`config.mk`:
```
export PLATFORM = sky130hd
export DESIGN_NAME = min_max_normalizer_core
export DESIGN_NICKNAME = d
export VERILOG_FILES = /design/src/mmn_pkg.sv /design/src/mmn_log2.sv /design/src/mmn_div.sv /design/src/min_max_normalizer_core.sv
export SDC_FILE = /design/constraint.sdc
export NUM_CORES = 2
export LEC_CHECK = 0
export ABC_AREA = 1
export CAP_MARGIN = 20
export CORE_ASPECT_RATIO = 0.9
export CORE_UTILIZATION = 38
export CTS_CLUSTER_SIZE = 14
export DETAILED_ROUTE_END_ITERATION = 7
export DONT_BUFFER_PORTS = 1
export MAX_ROUTING_LAYER = met4
export PLACE_DENSITY = 0.56
export REMOVE_ABC_BUFFERS = 1
export SYNTH_ARGS = -nofsm -noshare
export SYNTH_HDL_FRONTEND = slang
export SYNTH_SLANG_ARGS = --single-unit
```
`constraint.sdc`:
```
create_clock -name clk -period 5.97 [get_ports clk]
set_clock_uncertainty 0.2 [all_clocks]
set_input_delay 0.597 -clock clk [delete_from_list [all_inputs] [get_ports clk]]
set_output_delay 0.597 -clock clk [all_outputs]
set_load 0.03 [all_outputs]
```
`src/mmn_pkg.sv`:
```
// ----------------------------------------------------------------------------
// Min-max normalizer package
// Item types, function codes, state encodings and log2 format constants.
// ----------------------------------------------------------------------------
package mmn_pkg;

	localparam logic [1:0] FUNC_CLEAR  = 2'd0;
	localparam logic [1:0] FUNC_GATHER = 2'd1;
	localparam logic [1:0] FUNC_NORM   = 2'd2;

	localparam int NORM_W      = 17;
	localparam int LOG_INT_W   = 6;
	localparam int MANT_W      = 32;
	localparam int LOG_W       = LOG_INT_W + MANT_W;
	localparam int DIGIT_W     = 4;
	localparam int DIGITS      = MANT_W / DIGIT_W;
	localparam int DCNT_W      = $clog2(DIGITS);
	localparam int SQCNT_W     = $clog2(MANT_W);

	typedef struct packed {
		logic [1:0]         func;
		logic signed [31:0] sample_value;
		logic               sample_is_nan;
	} in_item_t;

	typedef struct packed {
		logic [NORM_W-1:0] normalized;
		logic              degenerate;
	} out_item_t;

	typedef enum logic [2:0] {
		S_IDLE,
		S_LMIN,
		S_LMAX,
		S_LX,
		S_DIV,
		S_OUT
	} mmn_state_t;

	typedef enum logic [1:0] {
		L_IDLE,
		L_NORM,
		L_MUL
	} mmn_lstate_t;

endpackage

```
`src/mmn_log2.sv`:
```
// ----------------------------------------------------------------------------
// Min-max normalizer log2 unit
// Leading-one search one bit per cycle, then 32 squarings of a Q1.31
// mantissa, each done by a 4-bit-digit serial multiply.
// ----------------------------------------------------------------------------
module mmn_log2 #(
	parameter int VW = 32
) (
	input  logic                       clk,
	input  logic                       arst_n,
	input  logic                       start,
	input  logic [VW-1:0]              value,
	output logic                       done,
	output logic [mmn_pkg::LOG_W-1:0]  result
);

	localparam int NW = VW + mmn_pkg::MANT_W;
	localparam int CW = $clog2(VW);
	localparam int MW = mmn_pkg::MANT_W;
	localparam int DW = mmn_pkg::DIGIT_W;
	localparam int PW = MW + DW;
	localparam logic [mmn_pkg::LOG_INT_W-1:0] EMAX = mmn_pkg::LOG_INT_W'(VW - 1);
	localparam logic [mmn_pkg::DCNT_W-1:0] DLAST = mmn_pkg::DCNT_W'(mmn_pkg::DIGITS - 1);
	localparam logic [mmn_pkg::SQCNT_W-1:0] SQLAST = mmn_pkg::SQCNT_W'(MW - 1);

	mmn_pkg::mmn_lstate_t state_q, state_d;

	logic [NW-1:0]                     nrm_q;
	logic [CW-1:0]                     k_q;
	logic [MW-1:0]                     m_q;
	logic [MW-1:0]                     mdig_q;
	logic [2*MW-1:0]                   acc_q;
	logic [mmn_pkg::DCNT_W-1:0]        dcnt_q;
	logic [mmn_pkg::SQCNT_W-1:0]       sq_q;
	logic [MW-1:0]                     fr_q;
	logic [mmn_pkg::LOG_INT_W-1:0]     e_q;
	logic                              done_q;
	logic [mmn_pkg::LOG_W-1:0]         result_q;

	logic [PW-1:0]   prod;
	logic [2*MW-1:0] sum;
	logic [MW:0]     p;
	logic [MW-1:0]   m_nxt;
	logic [MW-1:0]   fr_nxt;

	assign prod   = PW'(m_q) * PW'(mdig_q[MW-1 -: DW]);
	assign sum    = {acc_q[2*MW-DW-1:0], {DW{1'b0}}} + (2*MW)'(prod);
	assign p      = sum[2*MW-1:MW-1];
	assign m_nxt  = p[MW] ? p[MW:1] : p[MW-1:0];
	assign fr_nxt = {fr_q[MW-2:0], p[MW]};

	always_ff @(posedge clk or negedge arst_n) begin
		if (!arst_n) begin
			state_q <= mmn_pkg::L_IDLE;
		end else begin
			state_q <= state_d;
		end
	end

	always_comb begin
		state_d = state_q;
		case (state_q)
			mmn_pkg::L_IDLE: begin
				if (start) state_d = mmn_pkg::L_NORM;
			end
			mmn_pkg::L_NORM: begin
				if (nrm_q[NW-1]) state_d = mmn_pkg::L_MUL;
			end
			mmn_pkg::L_MUL: begin
				if (dcnt_q == DLAST && sq_q == SQLAST) state_d = mmn_pkg::L_IDLE;
			end
			default: state_d = mmn_pkg::L_IDLE;
		endcase
	end

	always_ff @(posedge clk or negedge arst_n) begin
		if (!arst_n) begin
			done_q <= 1'b0;
		end else begin
			done_q <= (state_q == mmn_pkg::L_MUL) && (dcnt_q == DLAST) && (sq_q == SQLAST);
		end
	end

	always_ff @(posedge clk) begin
		case (state_q)
			mmn_pkg::L_IDLE: begin
				if (start) begin
					nrm_q <= {value, {MW{1'b0}}};
					k_q   <= '0;
				end
			end
			mmn_pkg::L_NORM: begin
				if (nrm_q[NW-1]) begin
					m_q    <= nrm_q[NW-1 -: MW];
					mdig_q <= nrm_q[NW-1 -: MW];
					acc_q  <= '0;
					dcnt_q <= '0;
					sq_q   <= '0;
					fr_q   <= '0;
					e_q    <= EMAX - mmn_pkg::LOG_INT_W'(k_q);
				end else begin
					nrm_q <= {nrm_q[NW-2:0], 1'b0};
					k_q   <= k_q + 1'b1;
				end
			end
			mmn_pkg::L_MUL: begin
				if (dcnt_q == DLAST) begin
					m_q    <= m_nxt;
					mdig_q <= m_nxt;
					acc_q  <= '0;
					dcnt_q <= '0;
					fr_q   <= fr_nxt;
					sq_q   <= sq_q + 1'b1;
					if (sq_q == SQLAST) result_q <= {e_q, fr_nxt};
				end else begin
					acc_q  <= sum;
					mdig_q <= {mdig_q[MW-DW-1:0], {DW{1'b0}}};
					dcnt_q <= dcnt_q + 1'b1;
				end
			end
			default: ;
		endcase
	end

	assign done   = done_q;
	assign result = result_q;

endmodule

```
`src/mmn_div.sv`:
```
// ----------------------------------------------------------------------------
// Min-max normalizer divider
// Restoring division, one quotient bit per cycle, rounded to nearest.
// ----------------------------------------------------------------------------
module mmn_div #(
	parameter int DW = 38,
	parameter int FB = 16
) (
	input  logic          clk,
	input  logic          arst_n,
	input  logic          start,
	input  logic [DW-1:0] num,
	input  logic [DW-1:0] den,
	output logic          done,
	output logic [FB:0]   quo
);

	localparam int RW = FB + 1;
	localparam int CW = $clog2(FB + 1);
	localparam logic [CW-1:0] CLAST = CW'(FB);
	localparam logic [RW-1:0] ONE = {1'b1, {FB{1'b0}}};

	logic          run_q;
	logic          done_q;
	logic [DW-1:0] r_q;
	logic [DW-1:0] den_q;
	logic [RW-1:0] q_q;
	logic [CW-1:0] cnt_q;
	logic [RW-1:0] quo_q;

	logic [DW:0]   rs;
	logic          ge;
	logic [DW:0]   rdiff;
	logic [RW-1:0] q_nxt;
	logic [RW:0]   rnd;

	assign rs    = {r_q, 1'b0};
	assign ge    = rs >= {1'b0, den_q};
	assign rdiff = rs - {1'b0, den_q};
	assign q_nxt = {q_q[RW-2:0], ge};
	assign rnd   = {1'b0, q_nxt} + (RW+1)'(1);

	always_ff @(posedge clk or negedge arst_n) begin
		if (!arst_n) begin
			run_q  <= 1'b0;
			done_q <= 1'b0;
		end else begin
			done_q <= 1'b0;
			if (run_q) begin
				if (cnt_q == CLAST) begin
					run_q  <= 1'b0;
					done_q <= 1'b1;
				end
			end else if (start) begin
				if (den == '0 || num >= den) begin
					done_q <= 1'b1;
				end else begin
					run_q <= 1'b1;
				end
			end
		end
	end

	always_ff @(posedge clk) begin
		if (run_q) begin
			r_q   <= ge ? rdiff[DW-1:0] : rs[DW-1:0];
			q_q   <= q_nxt;
			cnt_q <= cnt_q + 1'b1;
			if (cnt_q == CLAST) quo_q <= rnd[RW:1];
		end else if (start) begin
			r_q   <= num;
			den_q <= den;
			q_q   <= '0;
			cnt_q <= '0;
			if (den == '0) quo_q <= '0;
			else if (num >= den) quo_q <= ONE;
		end
	end

	assign done = done_q;
	assign quo  = quo_q;

endmodule

```
`src/min_max_normalizer_core.sv`:
```
// ----------------------------------------------------------------------------
// Min-max normalizer core
// Two-pass min/max statistics and per-sample linear or log2 normalization.
// ----------------------------------------------------------------------------
// Usage:
//   in channel (in_valid/in_stall/in_item) takes one item with func clear,
//   gather or normalize. Clear and gather finish in the accepting cycle and
//   the next item can be taken in the cycle after; they give no output item.
//   A normalize item gives one out item (normalized Q1.16, degenerate).
//   cfg_we/cfg_wdata write log_scale; write only while the core is idle.
//   Path of a normalize item, from accept to out_valid:
//     degenerate or clamped: straight to the out register
//     linear: through the bit-serial divider
//     log: three log2 runs (min, max, sample), each a leading-one search
//       plus 32 squarings, then the bit-serial divider
//   One normalize item is in flight at a time; in_stall is high meanwhile.
//   A finished item waits in the out register while out_stall is high, and
//   the next item is accepted meanwhile. Reset clears statistics and mode.
// ----------------------------------------------------------------------------
module min_max_normalizer_core #(
	parameter int SAMPLE_BITS   = 32,
	parameter int FRACTION_BITS = 16
) (
	input  logic               clk,
	input  logic               arst_n,
	input  logic               in_valid,
	output logic               in_stall,
	input  mmn_pkg::in_item_t  in_item,
	output logic               out_valid,
	input  logic               out_stall,
	output mmn_pkg::out_item_t out_item,
	input  logic               cfg_we,
	input  logic               cfg_wdata
);

	localparam int SB = SAMPLE_BITS;
	localparam int FB = FRACTION_BITS;
	localparam int RW = FB + 1;
	localparam int LW = mmn_pkg::LOG_W;
	localparam int DW = (SB > LW) ? SB : LW;
	localparam logic signed [SB-1:0] SMAX = {1'b0, {(SB-1){1'b1}}};
	localparam logic signed [SB-1:0] SMIN = {1'b1, {(SB-1){1'b0}}};
	localparam logic [RW-1:0] ONE = {1'b1, {FB{1'b0}}};

	mmn_pkg::mmn_state_t state_q, state_d;

	logic signed [SB-1:0] min_q, max_q, x_q;
	logic                 seen_q;
	logic                 log_q;
	logic [LW-1:0]        lmin_q, lmax_q;
	logic [RW-1:0]        res_n_q;
	logic                 res_d_q;
	logic                 out_valid_q;
	mmn_pkg::out_item_t   out_item_q;

	logic [SB+31:0]       xw;
	logic signed [SB-1:0] x;
	logic                 accept, is_norm, deg, lo, hi, fast, move;
	logic [SB:0]          dx, dspan;
	logic                 log_start, log_done;
	logic [SB-1:0]        log_val;
	logic [LW-1:0]        log_res;
	logic                 div_start, div_done;
	logic [DW-1:0]        div_num, div_den;
	logic [FB:0]          div_quo;
	logic [RW+15:0]       res_ext;

	assign xw      = {{SB{in_item.sample_value[31]}}, in_item.sample_value};
	assign x       = xw[SB-1:0];
	assign accept  = in_valid && !in_stall;
	assign is_norm = in_item.func == mmn_pkg::FUNC_NORM;
	assign deg     = !seen_q || (max_q <= min_q) || (log_q && (min_q[SB-1] || min_q == '0));
	assign lo      = in_item.sample_is_nan || (x <= min_q);
	assign hi      = x >= max_q;
	assign fast    = deg || lo || hi;
	assign move    = !out_valid_q || !out_stall;
	assign dx      = {x[SB-1], x} - {min_q[SB-1], min_q};
	assign dspan   = {max_q[SB-1], max_q} - {min_q[SB-1], min_q};

	assign log_start = (state_q == mmn_pkg::S_IDLE && accept && is_norm && !fast && log_q) ||
	                   (state_q == mmn_pkg::S_LMIN && log_done) ||
	                   (state_q == mmn_pkg::S_LMAX && log_done);
	assign log_val   = (state_q == mmn_pkg::S_IDLE) ? min_q :
	                   (state_q == mmn_pkg::S_LMIN) ? max_q : x_q;

	assign div_start = (state_q == mmn_pkg::S_IDLE && accept && is_norm && !fast && !log_q) ||
	                   (state_q == mmn_pkg::S_LX && log_done);
	assign div_num   = (state_q == mmn_pkg::S_LX) ? DW'(log_res - lmin_q) : DW'(dx[SB-1:0]);
	assign div_den   = (state_q == mmn_pkg::S_LX) ? DW'(lmax_q - lmin_q) : DW'(dspan[SB-1:0]);

	mmn_log2 #(.VW(SB)) u_log2 (
		.clk    (clk),
		.arst_n (arst_n),
		.start  (log_start),
		.value  (log_val),
		.done   (log_done),
		.result (log_res)
	);

	mmn_div #(.DW(DW), .FB(FB)) u_div (
		.clk    (clk),
		.arst_n (arst_n),
		.start  (div_start),
		.num    (div_num),
		.den    (div_den),
		.done   (div_done),
		.quo    (div_quo)
	);

	always_ff @(posedge clk or negedge arst_n) begin
		if (!arst_n) begin
			state_q <= mmn_pkg::S_IDLE;
		end else begin
			state_q <= state_d;
		end
	end

	always_comb begin
		state_d = state_q;
		case (state_q)
			mmn_pkg::S_IDLE: begin
				if (accept && is_norm) begin
					if (fast) state_d = mmn_pkg::S_OUT;
					else if (log_q) state_d = mmn_pkg::S_LMIN;
					else state_d = mmn_pkg::S_DIV;
				end
			end
			mmn_pkg::S_LMIN: if (log_done) state_d = mmn_pkg::S_LMAX;
			mmn_pkg::S_LMAX: if (log_done) state_d = mmn_pkg::S_LX;
			mmn_pkg::S_LX:   if (log_done) state_d = mmn_pkg::S_DIV;
			mmn_pkg::S_DIV:  if (div_done) state_d = mmn_pkg::S_OUT;
			mmn_pkg::S_OUT:  if (move) state_d = mmn_pkg::S_IDLE;
			default: state_d = mmn_pkg::S_IDLE;
		endcase
	end

	always_ff @(posedge clk or negedge arst_n) begin
		if (!arst_n) begin
			log_q       <= 1'b0;
			min_q       <= SMAX;
			max_q       <= SMIN;
			seen_q      <= 1'b0;
			out_valid_q <= 1'b0;
		end else begin
			if (cfg_we) log_q <= cfg_wdata;
			if (accept && in_item.func == mmn_pkg::FUNC_CLEAR) begin
				min_q  <= SMAX;
				max_q  <= SMIN;
				seen_q <= 1'b0;
			end else if (accept && in_item.func == mmn_pkg::FUNC_GATHER &&
			             !in_item.sample_is_nan) begin
				if (!log_q || (!x[SB-1] && x != '0)) begin
					if (x < min_q) min_q <= x;
					seen_q <= 1'b1;
				end
				if (x > max_q) max_q <= x;
			end
			if (state_q == mmn_pkg::S_OUT && move) out_valid_q <= 1'b1;
			else if (out_valid_q && !out_stall) out_valid_q <= 1'b0;
		end
	end

	assign res_ext = {16'b0, res_n_q};

	always_ff @(posedge clk) begin
		if (accept) x_q <= x;
		if (state_q == mmn_pkg::S_IDLE && accept && is_norm) begin
			res_d_q <= deg;
			if (deg || lo) res_n_q <= '0;
			else res_n_q <= ONE;
		end
		if (state_q == mmn_pkg::S_LMIN && log_done) lmin_q <= log_res;
		if (state_q == mmn_pkg::S_LMAX && log_done) lmax_q <= log_res;
		if (state_q == mmn_pkg::S_DIV && div_done) begin
			res_n_q <= div_quo;
			res_d_q <= 1'b0;
		end
		if (state_q == mmn_pkg::S_OUT && move) begin
			out_item_q.normalized <= res_ext[mmn_pkg::NORM_W-1:0];
			out_item_q.degenerate <= res_d_q;
		end
	end

	assign in_stall  = state_q != mmn_pkg::S_IDLE;
	assign out_valid = out_valid_q;
	assign out_item  = out_item_q;

endmodule

```
==> flow_summary_export.csv <==
group,metric,value,unit
grt,grt_usage,0.269,
placed_design,routabilityCongestion,1.02,
clocking,cts_setup_buffers,0,
finish,layout.nets,6378,
grt,grt_pass1_vias,37400,
logic_synthesis,synth_edf_count,527,
worst_setup_path,cp_data_required_time,6.08,ns
clocking,clock_sinks,603,
detailed_routing,wl_per_cell,20.7,µm
logic_synthesis,ys_ff_latch,603,
worst_setup_path,crit_arrival,5.84,ns
clocking,clk-insertion-delay-late,0.69,ns
logic_synthesis,synth_area_per_cell,7.65,µm²
timing,grt_setup_unrepaired,"false",
hold_path,hold_depth,3,
timing,tightest_slew,1.03,ns
detailed_routing,first_pass_iters,5,
logic_synthesis,synth_area_leaders,"edfxtp_1 (35%), nand2_1 (12%), inv_1 (9.5%), ha_1 (8.3%), nor2_1 (5.3%)",
logic_synthesis,synth_top_area_frac,0.351,
logic_synthesis,async_flop_share,0.124,
floorplanning,pin_count,61,
timing,finalHoldViolCount,0,
clocking,cts-root-buf,"clkbuf_16",
timing,final-setup-viol-count,0,
finish,area_delta_synth_final,10.8,%
finish,multiInputGateArea,22600,µm²
timing,fin_crit_sh,0.961,
floorplanning,num_rows,119,
placed_design,io_buffers,0,
clocking,cts_tree,"built",
placed_design,dpl.hpwl,123000,µm
detailed_routing,routed_wirelength,157000,µm
logic_synthesis,postSynthCellCount,5886,
timing,finalCriticalPeriod,5.74,ns
detailed_routing,ant_nets,0,
detailed_routing,drc,0,
clocking,clk_pin_slew_worst_paths,0.06,ns
logic_synthesis,synthFlopType,"edfxtp_1",
grt,antenna_found_initial,7,
detailed_routing,drt_iter0_drc,3980,
floorplanning,coreArea,117000,µm²
detailed_routing,routed_via_density,5.22,
placed_design,numPlacedInstances,7401,
worst_setup_path,setup.worst_path.class,"reg -> reg",
logic_synthesis,yosysSeqAreaShare,0.394,
clocking,cts.path.max_buffers,3,
grt,grt_max_degree,76,
timing,slew_violations,0,
clocking,numCtsBuffers,72,
worst_setup_path,cp-start-kind,"register",
timing,slew_headroom,0.310,
logic_synthesis,syn_area,45100,µm²
logic_synthesis,synth_warnings,0,
floorplanning,start_util,0.384,
hold_path,min_path_type,"in -> reg",
finish,fin_cells,7575,
floorplanning,dieArea,120000,µm²
finish,seq_area,17800,µm²
worst_setup_path,path_max_fanout,34,
logic_synthesis,synth_top_cell_by_area,"edfxtp_1",
logic_synthesis,synth.most_common_cell,"nand2_1",
logic_synthesis,ys_types,68,
detailed_routing,vias,39600,
worst_setup_path,endpoint_kind,"register",
floorplanning,chipHeight,329,µm
worst_setup_path,r2r_cells,21,
flow_run,max_cap_viol_count,0,
finish,fill_cells,12100,
grt,grt_pass1_wl,235000,µm
finish,drive_gt1_frac,0.0468,
grt,grt-ovfl-total,0,
clocking,cts_htree_levels,3,
logic_synthesis,synth.top_cells.by_count,"nand2_1 (1395), inv_1 (1146), nor2_1 (637), edfxtp_1 (527), a21oi_1 (373)",
timing,max_clock_freq,174,MHz
status,outcome,"completed",
floorplanning,die_x,365,µm
worst_setup_path,reg2reg_slack,0.23,ns
[routing by layer]
layer | track usage | routed length (µm) | up-vias
li1 | - | - | 19300
met1 | 0.376 | 72300 | 18900
met2 | 0.406 | 68900 | 1228
met3 | 0.0415 | 11500 | 186
met4 | 0.0662 | 3860 | 0
met5 | - | 0 | -
[final cells by class]
class	instances	area share
Multi-Input combinational cell	4019	0.452
Sequential cell	603	0.356
Inverter	1156	0.0870
Tap cell	1573	0.0394
Clock buffer	86	0.0377
Timing Repair Buffer	91	0.0172
Clock inverter	44	0.0108
Antenna cell	3	0.000150
[worst max-delay path, stage by stage, from the launching register on]
cell	delay [ns]
edfxtp_1	0.41
buf_12	0.19
nand2_1	0.08
inv_1	0.06
fa_1	0.50
fa_1	0.54
fa_1	0.55
inv_1	0.06
fa_1	0.47
o21ai_2	0.27
nand3_1	0.19
nand3_1	0.26
nand2_1	0.15
nand2_2	0.13
nand3_2	0.09
o21ai_2	0.08
nand2_2	0.07
nand2_4	0.07
buf_4	0.34
o21ai_1	0.19
nand2_1	0.08
o21ai_0	0.34
[state kept, by name, indices dropped and copies added, names as in the netlist, 17 cells and up]
signal	cells
lmin_q	37
u_log2.mdig_q	32
min_q	32
out_item	18
max_q	32
u_log2.acc_q	60
u_log2.nrm_q	62
x_q	32
u_div.den_q	38
u_log2.fr_q	31
lmax_q	37
u_log2.result	37
u_div.quo	17
u_log2.m_q	32
u_div.r_q	38
res_n_q	17
[cells in the final DEF, fill, tap and decap left out, types with 29 or more instances in the layout]
master,n
inv_1,1144
o21bai_1,41
o21ai_0,311
dfstp_2,32
dlygate4sd3_1,39
nand4_1,69
o21ai_1,29
clkbuf_16,72
xor2_1,56
ha_1,298
edfxtp_1,527
buf_4,45
nand2_1,1393
nor2_1,630
nand3_1,311
a21oi_1,373
fa_1,96
o22ai_1,49
dfrtp_1,42
nor3_1,66
[stage by stage]
step / hold WS, ns / setup WS (ns) / util / area, µm² / TNS (ns)
floorplan: 0.101 / -1.60 / - / 44600 / -299.08
global placement: 0.107 / 0.262 / 0.401 / 47000 / 0
finish: 0.0799 / 0.235 / 0.426 / 49900 / 0
global route: 0.118 / 0.0251 / 0.426 / 49900 / 0
CTS: 0.0127 / 0.211 / 0.425 / 49900 / 0
detailed placement: 0.107 / 0.235 / 0.401 / 47000 / 0
[final timing paths]
kind                                   start                 to
min in group asynchronous             arst_n        u_log2.done
min reg2reg                    u_log2.e_q[1]  u_log2.result[33]
min                              in_item[32]             seen_q
max in group asynchronous             arst_n           min_q[9]
max                        u_log2.mdig_q[31]     u_log2.m_q[14]
max reg2reg                u_log2.mdig_q[31]     u_log2.m_q[14]
[repair_timing]
item                                    4_1_cts  5_1_grt
endpoints found under the setup margin        0       19
resized for setup                             0        5
endpoints found under the hold margin       175        0
hold buffers                                 40        0
[logic make-up (layout without fill, tap and decap cells)]
family	after synthesis	in the layout	share of synthesized area
flip-flops	603	603	0.394
other	1	4	0.0000832
AND/OR/NAND/NOR	2576	2576	0.237
adder cells (fa/ha/maj)	394	394	0.125
buffers and inverters	1264	1377	0.107
XOR/XNOR	79	79	0.0154
AO/OA/AOI/OAI	967	967	0.121
multiplexers	2	2	0.000444
Power is not shown: default switching activity piles up to over one toggle a cycle in this logic, so the estimate is an artifact.
